==> config.mk <==
export PLATFORM = sky130hd
export DESIGN_NAME = eviction_candidate_pool_unit
export DESIGN_NICKNAME = d
export VERILOG_FILES = /design/src/hw/rtl/ecp_pkg.sv /design/src/hw/rtl/ecp_store.sv /design/src/hw/rtl/eviction_candidate_pool_unit.sv
export SDC_FILE = /design/constraint.sdc
export NUM_CORES = 1
export LEC_CHECK = 0
export ABC_CLOCK_PERIOD_IN_PS = 14940
export BUFFER_PORTS_ARGS = -buffer_cell sky130_fd_sc_hd__buf_2
export CORE_MARGIN = 1.5
export CORE_UTILIZATION = 50
export DETAILED_ROUTE_END_ITERATION = 10
export GPL_TIMING_DRIVEN = 0
export PLACE_DENSITY = 0.79
export SYNTH_ARGS = -nofsm -noshare
export SYNTH_HDL_FRONTEND = slang
export SYNTH_SLANG_ARGS = --single-unit
==> constraint.sdc <==
create_clock -name i_clk -period 14.94 [get_ports i_clk]
set_clock_uncertainty 0.2 [all_clocks]
set_input_delay 0.747 -clock i_clk [delete_from_list [all_inputs] [get_ports i_clk]]
set_output_delay 0.747 -clock i_clk [all_outputs]
set_load 0.01 [all_outputs]
==> src/hw/rtl/ecp_pkg.sv <==
// Shared constants and types for the eviction candidate pool.
package ecp_pkg;

    // Fixed field widths of the result beat.
    localparam int IDLE_W     = 32;
    localparam int OUT_KEY_W  = 32;
    localparam int SLOT_OUT_W = 4;
    localparam int FILL_OUT_W = 5;

    // Item kind codes.
    localparam logic KIND_INSERT = 1'b0;
    localparam logic KIND_POP    = 1'b1;

    // Control strobes from the sequencer to the slot store.
    typedef struct packed {
        logic wr_en;
        logic rd_en;
    } t_store_ctl;

endpackage

==> src/hw/rtl/ecp_store.sv <==
// Slot store: one write port and one read port with registered read data.
module ecp_store #(
    parameter int DEPTH  = 16,
    parameter int ADDR_W = 4,
    parameter int DATA_W = 64
) (
    input  logic                  i_clk,
    input  ecp_pkg::t_store_ctl   i_ctl,
    input  logic [ADDR_W-1:0]     i_wr_addr,
    input  logic [DATA_W-1:0]     i_wr_data,
    input  logic [ADDR_W-1:0]     i_rd_addr,
    output logic [DATA_W-1:0]     o_rd_data
);
    import ecp_pkg::*;

    logic [DATA_W-1:0] r_mem [DEPTH];
    logic [DATA_W-1:0] r_rd_data;

    // Write and read ports; read data holds until the next read.
    always_ff @(posedge i_clk) begin
        if (i_ctl.wr_en) begin
            r_mem[i_wr_addr] <= i_wr_data;
        end
        if (i_ctl.rd_en) begin
            r_rd_data <= r_mem[i_rd_addr];
        end
    end

    assign o_rd_data = r_rd_data;

endmodule

==> src/hw/rtl/eviction_candidate_pool_unit.sv <==
// Top level of the eviction candidate pool: sequencer, shared comparator and slot store.
//
//   channel | direction | handshake                   | payload
//   input   | in        | i_in_valid / o_in_ready     | i_kind, i_key_handle, i_idle_time
//   result  | out       | o_out_valid / i_out_ready   | o_inserted ... o_fill_count
//
// An insert compares c slots (none for an empty pool) and moves m entries; each compare
// and each move costs one read and one use of the single store port pair. A dropped sample
// only compares. A pop reads its slot once; an empty pop does not touch the store. Reset
// empties the pool; slot contents are not cleared. A stalled result beat is held in the
// output register while the next item is accepted and worked on; that item waits at its end.
module eviction_candidate_pool_unit #(
    parameter int POOL_SLOTS = 16,
    parameter int KEY_BITS   = 32
) (
    input  logic                              i_clk,
    input  logic                              i_rst_n,
    input  logic                              i_in_valid,
    output logic                              o_in_ready,
    input  logic                              i_kind,
    input  logic [KEY_BITS-1:0]               i_key_handle,
    input  logic [ecp_pkg::IDLE_W-1:0]        i_idle_time,
    output logic                              o_out_valid,
    input  logic                              i_out_ready,
    output logic                              o_inserted,
    output logic [ecp_pkg::SLOT_OUT_W-1:0]    o_slot_used,
    output logic                              o_discarded_valid,
    output logic [ecp_pkg::OUT_KEY_W-1:0]     o_discarded_key,
    output logic                              o_popped_valid,
    output logic [ecp_pkg::OUT_KEY_W-1:0]     o_popped_key,
    output logic [ecp_pkg::IDLE_W-1:0]        o_popped_idle,
    output logic [ecp_pkg::FILL_OUT_W-1:0]    o_fill_count
);
    import ecp_pkg::*;

    localparam int IDX_W  = $clog2(POOL_SLOTS);
    localparam int CNT_W  = $clog2(POOL_SLOTS + 1);
    localparam int DATA_W = KEY_BITS + IDLE_W;
    localparam logic [CNT_W-1:0] FULL = CNT_W'(POOL_SLOTS);
    localparam logic [CNT_W-1:0] ONE  = CNT_W'(1);

    typedef enum logic [3:0] {
        ST_IDLE,
        ST_SRCH_RD,
        ST_SRCH_CMP,
        ST_DECIDE,
        ST_MOVE_RD,
        ST_MOVE_WR,
        ST_WRITE,
        ST_POP_RD,
        ST_FINISH
    } t_state;

    t_state r_state, n_state;

    // Control registers.
    logic [CNT_W-1:0] r_fill, n_fill;
    logic             r_out_valid, n_out_valid;

    // Work registers.
    logic [CNT_W-1:0]    r_idx, n_idx;
    logic [CNT_W-1:0]    r_dst, n_dst;
    logic [CNT_W-1:0]    r_k, n_k;
    logic [CNT_W-1:0]    r_tgt, n_tgt;
    logic                r_left, n_left;
    logic [KEY_BITS-1:0] r_key, n_key;
    logic [IDLE_W-1:0]   r_idle, n_idle;
    logic [KEY_BITS-1:0] r_first_key, n_first_key;
    logic                r_res_ins, n_res_ins;
    logic                r_res_disc, n_res_disc;
    logic                r_res_pop, n_res_pop;

    // Output registers.
    logic                  r_inserted, n_inserted;
    logic [SLOT_OUT_W-1:0] r_slot_used, n_slot_used;
    logic                  r_disc_valid, n_disc_valid;
    logic [OUT_KEY_W-1:0]  r_disc_key, n_disc_key;
    logic                  r_pop_valid, n_pop_valid;
    logic [OUT_KEY_W-1:0]  r_pop_key, n_pop_key;
    logic [IDLE_W-1:0]     r_pop_idle, n_pop_idle;
    logic [FILL_OUT_W-1:0] r_fill_out, n_fill_out;

    // Store interface.
    t_store_ctl        store_ctl;
    logic [IDX_W-1:0]  wr_addr;
    logic [DATA_W-1:0] wr_data;
    logic [DATA_W-1:0] rd_data;
    logic [KEY_BITS-1:0] rd_key;
    logic [IDLE_W-1:0]   rd_idle;

    // Width adapters for the fixed result fields.
    logic [KEY_BITS+OUT_KEY_W-1:0] first_key_ext;
    logic [KEY_BITS+OUT_KEY_W-1:0] rd_key_ext;
    logic [CNT_W+SLOT_OUT_W-1:0]   slot_ext;
    logic [CNT_W+FILL_OUT_W-1:0]   fill_ext;

    logic in_fire;
    logic out_free;
    logic idle_less;
    logic pool_full;
    logic [CNT_W-1:0] next_dst;

    assign o_in_ready = (r_state == ST_IDLE);
    assign in_fire    = i_in_valid && o_in_ready;
    assign out_free   = !r_out_valid || i_out_ready;

    assign rd_key  = rd_data[DATA_W-1:IDLE_W];
    assign rd_idle = rd_data[IDLE_W-1:0];

    // Shared comparator: stored idle time against the sample's.
    assign idle_less = (rd_idle < r_idle);
    assign pool_full = (r_fill == FULL);
    assign next_dst  = r_left ? (r_dst + ONE) : (r_dst - ONE);

    assign first_key_ext = {{OUT_KEY_W{1'b0}}, r_first_key};
    assign rd_key_ext    = {{OUT_KEY_W{1'b0}}, rd_key};
    assign slot_ext      = {{SLOT_OUT_W{1'b0}}, r_dst};
    assign fill_ext      = {{FILL_OUT_W{1'b0}}, r_fill};

    // Store port control follows the sequencer state.
    always_comb begin
        store_ctl.rd_en = (r_state == ST_SRCH_RD) || (r_state == ST_MOVE_RD) ||
                          (r_state == ST_POP_RD);
        store_ctl.wr_en = (r_state == ST_MOVE_WR) || (r_state == ST_WRITE);
        wr_addr         = r_dst[IDX_W-1:0];
        wr_data         = (r_state == ST_WRITE) ? {r_key, r_idle} : rd_data;
    end

    ecp_store #(
        .DEPTH  (POOL_SLOTS),
        .ADDR_W (IDX_W),
        .DATA_W (DATA_W)
    ) u_store (
        .i_clk     (i_clk),
        .i_ctl     (store_ctl),
        .i_wr_addr (wr_addr),
        .i_wr_data (wr_data),
        .i_rd_addr (r_idx[IDX_W-1:0]),
        .o_rd_data (rd_data)
    );

    // Sequencer next state.
    always_comb begin
        n_state      = r_state;
        n_fill       = r_fill;
        n_out_valid  = r_out_valid;
        n_idx        = r_idx;
        n_dst        = r_dst;
        n_k          = r_k;
        n_tgt        = r_tgt;
        n_left       = r_left;
        n_key        = r_key;
        n_idle       = r_idle;
        n_first_key  = r_first_key;
        n_res_ins    = r_res_ins;
        n_res_disc   = r_res_disc;
        n_res_pop    = r_res_pop;
        n_inserted   = r_inserted;
        n_slot_used  = r_slot_used;
        n_disc_valid = r_disc_valid;
        n_disc_key   = r_disc_key;
        n_pop_valid  = r_pop_valid;
        n_pop_key    = r_pop_key;
        n_pop_idle   = r_pop_idle;
        n_fill_out   = r_fill_out;

        // The result beat leaves when the far side takes it.
        if (r_out_valid && i_out_ready) begin
            n_out_valid = 1'b0;
        end

        unique case (r_state)
            ST_IDLE: begin
                if (in_fire) begin
                    n_key      = i_key_handle;
                    n_idle     = i_idle_time;
                    n_res_ins  = 1'b0;
                    n_res_disc = 1'b0;
                    n_res_pop  = 1'b0;
                    n_idx      = '0;
                    if (i_kind == KIND_POP) begin
                        if (r_fill == '0) begin
                            n_state = ST_FINISH;
                        end else begin
                            n_idx   = r_fill - ONE;
                            n_state = ST_POP_RD;
                        end
                    end else if (r_fill == '0) begin
                        n_k     = '0;
                        n_state = ST_DECIDE;
                    end else begin
                        n_state = ST_SRCH_RD;
                    end
                end
            end
            ST_SRCH_RD: begin
                n_state = ST_SRCH_CMP;
            end
            ST_SRCH_CMP: begin
                // Slot 0 is the one pushed out when the pool is full.
                if (r_idx == '0) begin
                    n_first_key = rd_key;
                end
                if (!idle_less) begin
                    n_k     = r_idx;
                    n_state = ST_DECIDE;
                end else if (r_idx + ONE == r_fill) begin
                    n_k     = r_fill;
                    n_state = ST_DECIDE;
                end else begin
                    n_idx   = r_idx + ONE;
                    n_state = ST_SRCH_RD;
                end
            end
            ST_DECIDE: begin
                if (pool_full && r_k == '0) begin
                    // Sample not above the smallest entry of a full pool.
                    n_state = ST_FINISH;
                end else if (!pool_full && r_k == r_fill) begin
                    n_dst   = r_k;
                    n_fill  = r_fill + ONE;
                    n_state = ST_WRITE;
                end else if (!pool_full) begin
                    // Open a hole at the found slot by moving the tail right.
                    n_left  = 1'b0;
                    n_dst   = r_fill;
                    n_idx   = r_fill - ONE;
                    n_tgt   = r_k;
                    n_fill  = r_fill + ONE;
                    n_state = ST_MOVE_RD;
                end else begin
                    // Push out slot 0 and move the lower entries left.
                    n_res_disc = 1'b1;
                    n_left     = 1'b1;
                    n_dst      = '0;
                    n_idx      = ONE;
                    n_tgt      = r_k - ONE;
                    n_state    = (r_k == ONE) ? ST_WRITE : ST_MOVE_RD;
                end
            end
            ST_MOVE_RD: begin
                n_state = ST_MOVE_WR;
            end
            ST_MOVE_WR: begin
                n_dst   = next_dst;
                n_idx   = r_left ? (r_idx + ONE) : (r_idx - ONE);
                n_state = (next_dst == r_tgt) ? ST_WRITE : ST_MOVE_RD;
            end
            ST_WRITE: begin
                n_res_ins = 1'b1;
                n_state   = ST_FINISH;
            end
            ST_POP_RD: begin
                n_res_pop = 1'b1;
                n_fill    = r_fill - ONE;
                n_state   = ST_FINISH;
            end
            ST_FINISH: begin
                // Load the result beat once the output register is free.
                if (out_free) begin
                    n_out_valid  = 1'b1;
                    n_inserted   = r_res_ins;
                    n_slot_used  = r_res_ins ? slot_ext[SLOT_OUT_W-1:0] : '0;
                    n_disc_valid = r_res_disc;
                    n_disc_key   = r_res_disc ? first_key_ext[OUT_KEY_W-1:0] : '0;
                    n_pop_valid  = r_res_pop;
                    n_pop_key    = r_res_pop ? rd_key_ext[OUT_KEY_W-1:0] : '0;
                    n_pop_idle   = r_res_pop ? rd_idle : '0;
                    n_fill_out   = fill_ext[FILL_OUT_W-1:0];
                    n_state      = ST_IDLE;
                end
            end
            default: begin
                n_state = ST_IDLE;
            end
        endcase
    end

    // State, work and output registers; reset clears control only.
    always_ff @(posedge i_clk) begin
        if (!i_rst_n) begin
            r_state     <= ST_IDLE;
            r_fill      <= '0;
            r_out_valid <= 1'b0;
        end else begin
            r_state     <= n_state;
            r_fill      <= n_fill;
            r_out_valid <= n_out_valid;
        end
        r_idx        <= n_idx;
        r_dst        <= n_dst;
        r_k          <= n_k;
        r_tgt        <= n_tgt;
        r_left       <= n_left;
        r_key        <= n_key;
        r_idle       <= n_idle;
        r_first_key  <= n_first_key;
        r_res_ins    <= n_res_ins;
        r_res_disc   <= n_res_disc;
        r_res_pop    <= n_res_pop;
        r_inserted   <= n_inserted;
        r_slot_used  <= n_slot_used;
        r_disc_valid <= n_disc_valid;
        r_disc_key   <= n_disc_key;
        r_pop_valid  <= n_pop_valid;
        r_pop_key    <= n_pop_key;
        r_pop_idle   <= n_pop_idle;
        r_fill_out   <= n_fill_out;
    end

    assign o_out_valid       = r_out_valid;
    assign o_inserted        = r_inserted;
    assign o_slot_used       = r_slot_used;
    assign o_discarded_valid = r_disc_valid;
    assign o_discarded_key   = r_disc_key;
    assign o_popped_valid    = r_pop_valid;
    assign o_popped_key      = r_pop_key;
    assign o_popped_idle     = r_pop_idle;
    assign o_fill_count      = r_fill_out;

    // The fill count never exceeds the pool size.
    a_fill_range: assert property (@(posedge i_clk) disable iff (!i_rst_n)
        r_fill <= FULL)
        else $error("fill count above pool size");

    // A result beat never both inserts and pops.
    a_one_kind: assert property (@(posedge i_clk) disable iff (!i_rst_n)
        o_out_valid |-> !(o_inserted && o_popped_valid))
        else $error("result beat reports insert and pop together");

    // An entry is pushed out only by a sample that takes its place in a full pool.
    a_disc_full: assert property (@(posedge i_clk) disable iff (!i_rst_n)
        (o_out_valid && o_discarded_valid) |->
            (o_inserted && o_fill_count == FILL_OUT_W'(POOL_SLOTS)))
        else $error("push-out without insert into full pool");

    // Store writes stay inside the pool.
    a_wr_range: assert property (@(posedge i_clk) disable iff (!i_rst_n)
        store_ctl.wr_en |-> (r_dst < FULL))
        else $error("store write beyond last slot");

    // A moved entry lands next to its source slot.
    a_move_adjacent: assert property (@(posedge i_clk) disable iff (!i_rst_n)
        (r_state == ST_MOVE_WR) |-> ((r_idx + ONE == r_dst) || (r_dst + ONE == r_idx)))
        else $error("move between slots that are not neighbors");

endmodule

Word level (Yosys, flattened, before mapping)
Memory sizes are Yosys's and may differ from the RTL's. A register that Yosys moved wholly into a read port is not among the register bits.
Index checks and enable logic that the tools add are counted.

word-level totals
  bits in registers = 238
  latch bits = 0
  memories kept = 1
  RAM bits = 1,024
  bits of input ports = 69
  logic and storage cells = 144
  ROM bits = 0

memory list
  memory         words  width  read ports  clocked after memory_dff  wr ports  RTL line         source
  u_store.r_mem  16     64     1           1                         1         ecp_store.sv:16  logic [DATA_W-1:0] r_mem [DEPTH];

cells by class
  div/mod/pow operators = 0
  bitwise logic cells = 2
  add/sub/neg operators = 7
  multiply operators = 0
  equality and inequality tests = 24
  multiplexer cells = 53
  reductions and logical operators = 34
  $lt $le $gt $ge = 1
  shift-type cells = 0

operators by type and width
  operator               number
  $mux W5                22
  $mux W64               1
  $lt A32 B32 Y1         1
  $pmux W4 S8            1
  $pmux W5 S2            3
  $mux W4                5
  $pmux W5 S4            1
  $sub A5 B1 Y5 const B  4
  $eq A4 B3 Y1 const B   4
  $add A5 B1 Y5 const B  3
  $eq A5 B5 Y1           3
  $logic_not A5 Y1       3
  $mux W2                7
  $ne A2 B2 Y1 const B   7
  $reduce_and A2 Y1      7
  $reduce_bool A2 Y1     6
  $mux W1                10
  $reduce_and A5 Y1      2
  $eq A4 B2 Y1 const B   2
  $ne A3 B3 Y1 const B   2
  $pmux W1 S2            3
  $reduce_and A3 Y1      2
  $reduce_and A6 Y1      1
  $eq A5 B1 Y1 const B   1
  11 further kinds       20

Longest topological paths before layout
  depth in word-level cells = 6
  gate-level depth with buffers = 11
  depth with buffers taken out = 10

By module
A second synthesis with hierarchy kept.

unflattened totals
  cell total of the unflattened synthesis = 2,518
  area, all modules = 50,975.1 um^2

modules (own cells, without submodules)
  module                        area an instance (um^2)  seq. area each (um^2)  times used  cells an instance
  ecp_store                     40,222.3                 32,671.3               1           1,647
  eviction_candidate_pool_unit  10,752.8                 7,046.8                1           871

Worst setup path after synthesis
OpenSTA, ideal clock, no wires.

  path type = register to register
  from = register r_state[3]
  to = register r_disc_key[0], in the netlist o_discarded_key[0] (enable)
  stages on the path, launching flop included = 4
  clock period less this slack = 12.086 ns
  data arrival time = 11.046 ns
  slack = 2.854 ns
  path buffers = 1
  data required time = 13.900 ns
  cells stage by stage = dfxtp_1 clkbuf_1 inv_1 nor4_1

on the way
  longest elaborated chain between the ends = 2

RTL lines
  element                             RTL line                             source
  start: declaration                  eviction_candidate_pool_unit.sv:54   t_state r_state, n_state;
  start signal: assignment            eviction_candidate_pool_unit.sv:286  r_state <= n_state;
  $eq A4 B4 Y1                        eviction_candidate_pool_unit.sv:172  unique case (r_state)
  $reduce_and A2 Y1 (no source line)  -
  end signal: assignment              eviction_candidate_pool_unit.sv:304  r_disc_key <= n_disc_key;
  end: declaration                    eviction_candidate_pool_unit.sv:77   logic [OUT_KEY_W-1:0] r_disc_key, n_disc_key;

Every way passes these cells.
A chain may end at the register's enable or synchronous reset.

Worst setup path after layout
  from = register r_state[3]
  to = memory u_store.r_mem[8][9] (enable)

on the way
  longest elaborated chain between the ends = 4
  elaborated cells on any way between the ends = 5

RTL lines
  element                            RTL line                             source
  $eq A4 B3 Y1                       eviction_candidate_pool_unit.sv:124  store_ctl.wr_en = (r_state == ST_MOVE_WR) || (r_state == ST_WRITE);
  $logic_or A1 B1 Y1 (*)             eviction_candidate_pool_unit.sv:124
  $mux W1 (*)                        ecp_store.sv:21                      if (i_ctl.wr_en) begin
  $mux W1 (not written as such) (*)  ecp_store.sv:22                      r_mem[i_wr_addr] <= i_wr_data;
  end: declaration                   ecp_store.sv:16

Every way passes the cells marked *; elsewhere a longest branch is shown, timed or not.

==> metrics.txt <==
Period minus WS final=4.86 ns; syn_nets=2484; Layout area overhead=17.4%; first-pass GRT wire length=191000 um; Hold Crit Depth=1; max-slew violations=0; #FFs+latches synth=1326; Post-Layout Cell Count=4276; share of layout cells above drive strength 1=29.3%; CTS buffer count=120; slew margin rel.=16.3%; hold crit path type=in2reg; Avg Inst Size Synth=21.5 um2; DIE AREA=0.104 mm2; Placer Congestion=0.851; routing usage on met1=32.5%; met2 Use GR=43.9%; Core Area=0.101 mm2; most common cell after layout, fill and taps aside=edfxtp_1; Crit. End Element=register; setup tns final=0 ns; Post-DRT Antenna Nets=0; Final Cycle Share=32.5%; final hold vios=0; Reg-to-Reg Start=r_state[3]; vias=27000; max-cap viol count=0; Clock Latency Late Sink=0.74 ns; placed cell count=3997; R2R setup slack=10.08 ns; Starting Density=50.7%; final worst setup slack=10.08 ns; CP Launch Type=register; Sink Count=1326; vias in the first global route=27800; main combinational cell family by area after synthesis=multiplexers; nets=2931; fillcell total=6674; GRT Util Overall=25.9%; CP Data Required Time=15.18 ns; Synth Cell Area=0.0510 mm2; ant diodes=0; register area share after synthesis=77.9%; Iteration-0 DRC Markers=3954; # setup viols final=0; post-synth top area share=77.5%; placed wire-length estimate=79000 um; CP Data Arrival Time=5.10 ns; H-tree Lvls=3; CP peak stage delay=0.98 ns; area share of fa/ha/maj cells after synthesis=1.09%; clock root buffer=clkbuf_16; Residual DRC=0; Async SR Flop Fraction=0%; CP max-delay cell=o211ai_1; worst vdd ir=108 uV; first-pass iteration count of the detailed router=5; FMAX=206 MHz; Cell variety after synth=57; largest fanout on the critical path=10; grt peak-use layer=met2; post-cts sizing count=0; Yosys top cell by area=edfxtp_1; Primary FF master, synth=edfxtp_1; Placed Area=0.0552 mm2; Most common cell on crit path=buf_6; Crit Path Category=reg2reg; largest net degree at the start of global routing=36; Reg2Reg Capture Point=u_store.r_mem[8][9]; top cells by area, synth=edfxtp_1, mux4_2, nand2_1; clk buf depth=3; design area=0.0599 mm2; initial antenna violation count=2; Worst Tran Pin Value=1.25 ns; Post-synth EDFFs=1316; post-DR wirelength/cell=31.3 um; Synth Area in Simple Gates=3.55%; via-per-instance ratio=6.31; post-synthesis mux area share=14.2%; pre-CTS WS=10.29 ns; Cell Pwr Density=154 mW/mm2; cell leakage power=0.0197 uW; Final Hold Slack=0.0160 ns; xor-xnor portion of the synthesized cell area=0.577%; total global routing overflow=0; number of port buffers=178; Final Routed Wirelength=134000 um; Worst-path clk slew=0.06 ns; num rows=116; most frequent cells in the layout=edfxtp_1, mux4_2, buf_2; WHS Endpoint=r_key[0]; grt met3 use=4.92%; Die X-Extent=322 um; hold path startpoint=i_key_handle[0]; complex-gate fraction of the synthesized area=1.27%; Worst R2R Path Depth=9; Cells after Synth=2371; I/O pins=179; CTS tree=built; RSZ-0062 raised after global routing=no; die height=322 um; synth warn=0; status=completed; crit-path cells=clkbuf_1 > nor2_1 > nand3_1 > clkinv_1 > o211ai_1 > nor3_2 > buf_6 > buf_6 > buf_4
==> per-stage QoR <==
step                total power, uW  util (%)
finish                         9190      59.5
global route                   9410      59.5
CTS                            9200      59.5
detailed placement             5990      54.9
floorplan                      5490         -
global placement               5930      53.3
==> per-layer routing <==
layer	wire, um	up-vias
met5	0	-
met4	6630	0
met3	14400	418
met2	67500	2182
met1	45400	13800
li1	-	10600
==> synth_stat cells, drive strengths merged (3+ instances only) <==
cell type  number
a21o            3
a21oi          31
and2          104
and3            4
buf            58
clkbuf         53
dfxtp          10
edfxtp       1316
ha             43
inv            48
mux2i           6
mux4          320
nand2         176
nand2b          3
nand3          13
nand4           6
nor2           33
nor2b           6
nor3           10
nor3b           3
nor4            6
o211ai          3
o21ai          50
o221ai          3
o31ai           3
xnor2          17
xor2           14
==> logic make-up after synthesis <==
group	Yosys count
DFF	1326
muxes	326
AOI/OAI and AO/OA	110
buffers and inverters	160
and+or+nand+nor	373
adders and majority gates	44
xor gates and xnor gates	32
==> layout make-up <==
| class | instances | area, um2 | share of cell area, % |
|---|---|---|---|
| sequential | 1326 | 39700 | 66.4 |
| multi-input combinational | 885 | 10700 | 17.9 |
| clock buffer | 132 | 3050 | 5.09 |
| timing repair buffer | 325 | 2940 | 4.91 |
| tap | 1357 | 1700 | 2.84 |
| clock inverter | 91 | 1040 | 1.74 |
| buffer | 111 | 524 | 0.876 |
| inverter | 49 | 186 | 0.311 |
==> worst max-delay path: cells and delay by family (launching register included) <==
family          cells  cell delay (ns)
buf+inv             5             1.93
simple gates        3             1.09
compound gates      1             0.98
flops               1             0.35
==> timing repair <==
action | CTS | global route
setup endpoints to repair | 0 | 0
endpoints found under the hold margin | 52 | 0
hold buffers | 52 | 0
setup buffers | 0 | 0
==> registers in the layout (all words and copies together), names as in the netlist, 4 cells and up <==
signal	cells
r_idx	5
o_discarded_key	32
r_k	5
r_first_key	32
o_fill_count	5
r_fill	5
r_tgt	5
o_popped_key	32
r_state	4
r_dst	5
r_key	32
r_idle	32
u_store.o_rd_data	64
o_slot_used	4
o_popped_idle	32
u_store.r_mem	1024
==> where the power goes <==
group	internal [uW]	leakage [uW]	switching, uW
Clock	1790	0.00200	1400
Sequential	4310	0.0120	53.7
Combinational	712	0.00573	928
==> worst max-delay path by stage <==
stage / from / to / slack [ns] / cells past startpoint
floorplan: r_state[3] / o_discarded_key[0] / 2.85 / 3
global placement: r_state[3] / o_popped_key[5] / -2.68 / 3
detailed placement: r_state[3] / u_store.r_mem[8][19] / 10.29 / 9
CTS: r_state[3] / u_store.r_mem[8][9] / 10.18 / 9
global route: r_state[3] / u_store.r_mem[8][9] / 9.99 / 9
finish: r_state[3] / u_store.r_mem[8][9] / 10.08 / 9
Power figures use the tool's default switching activity.
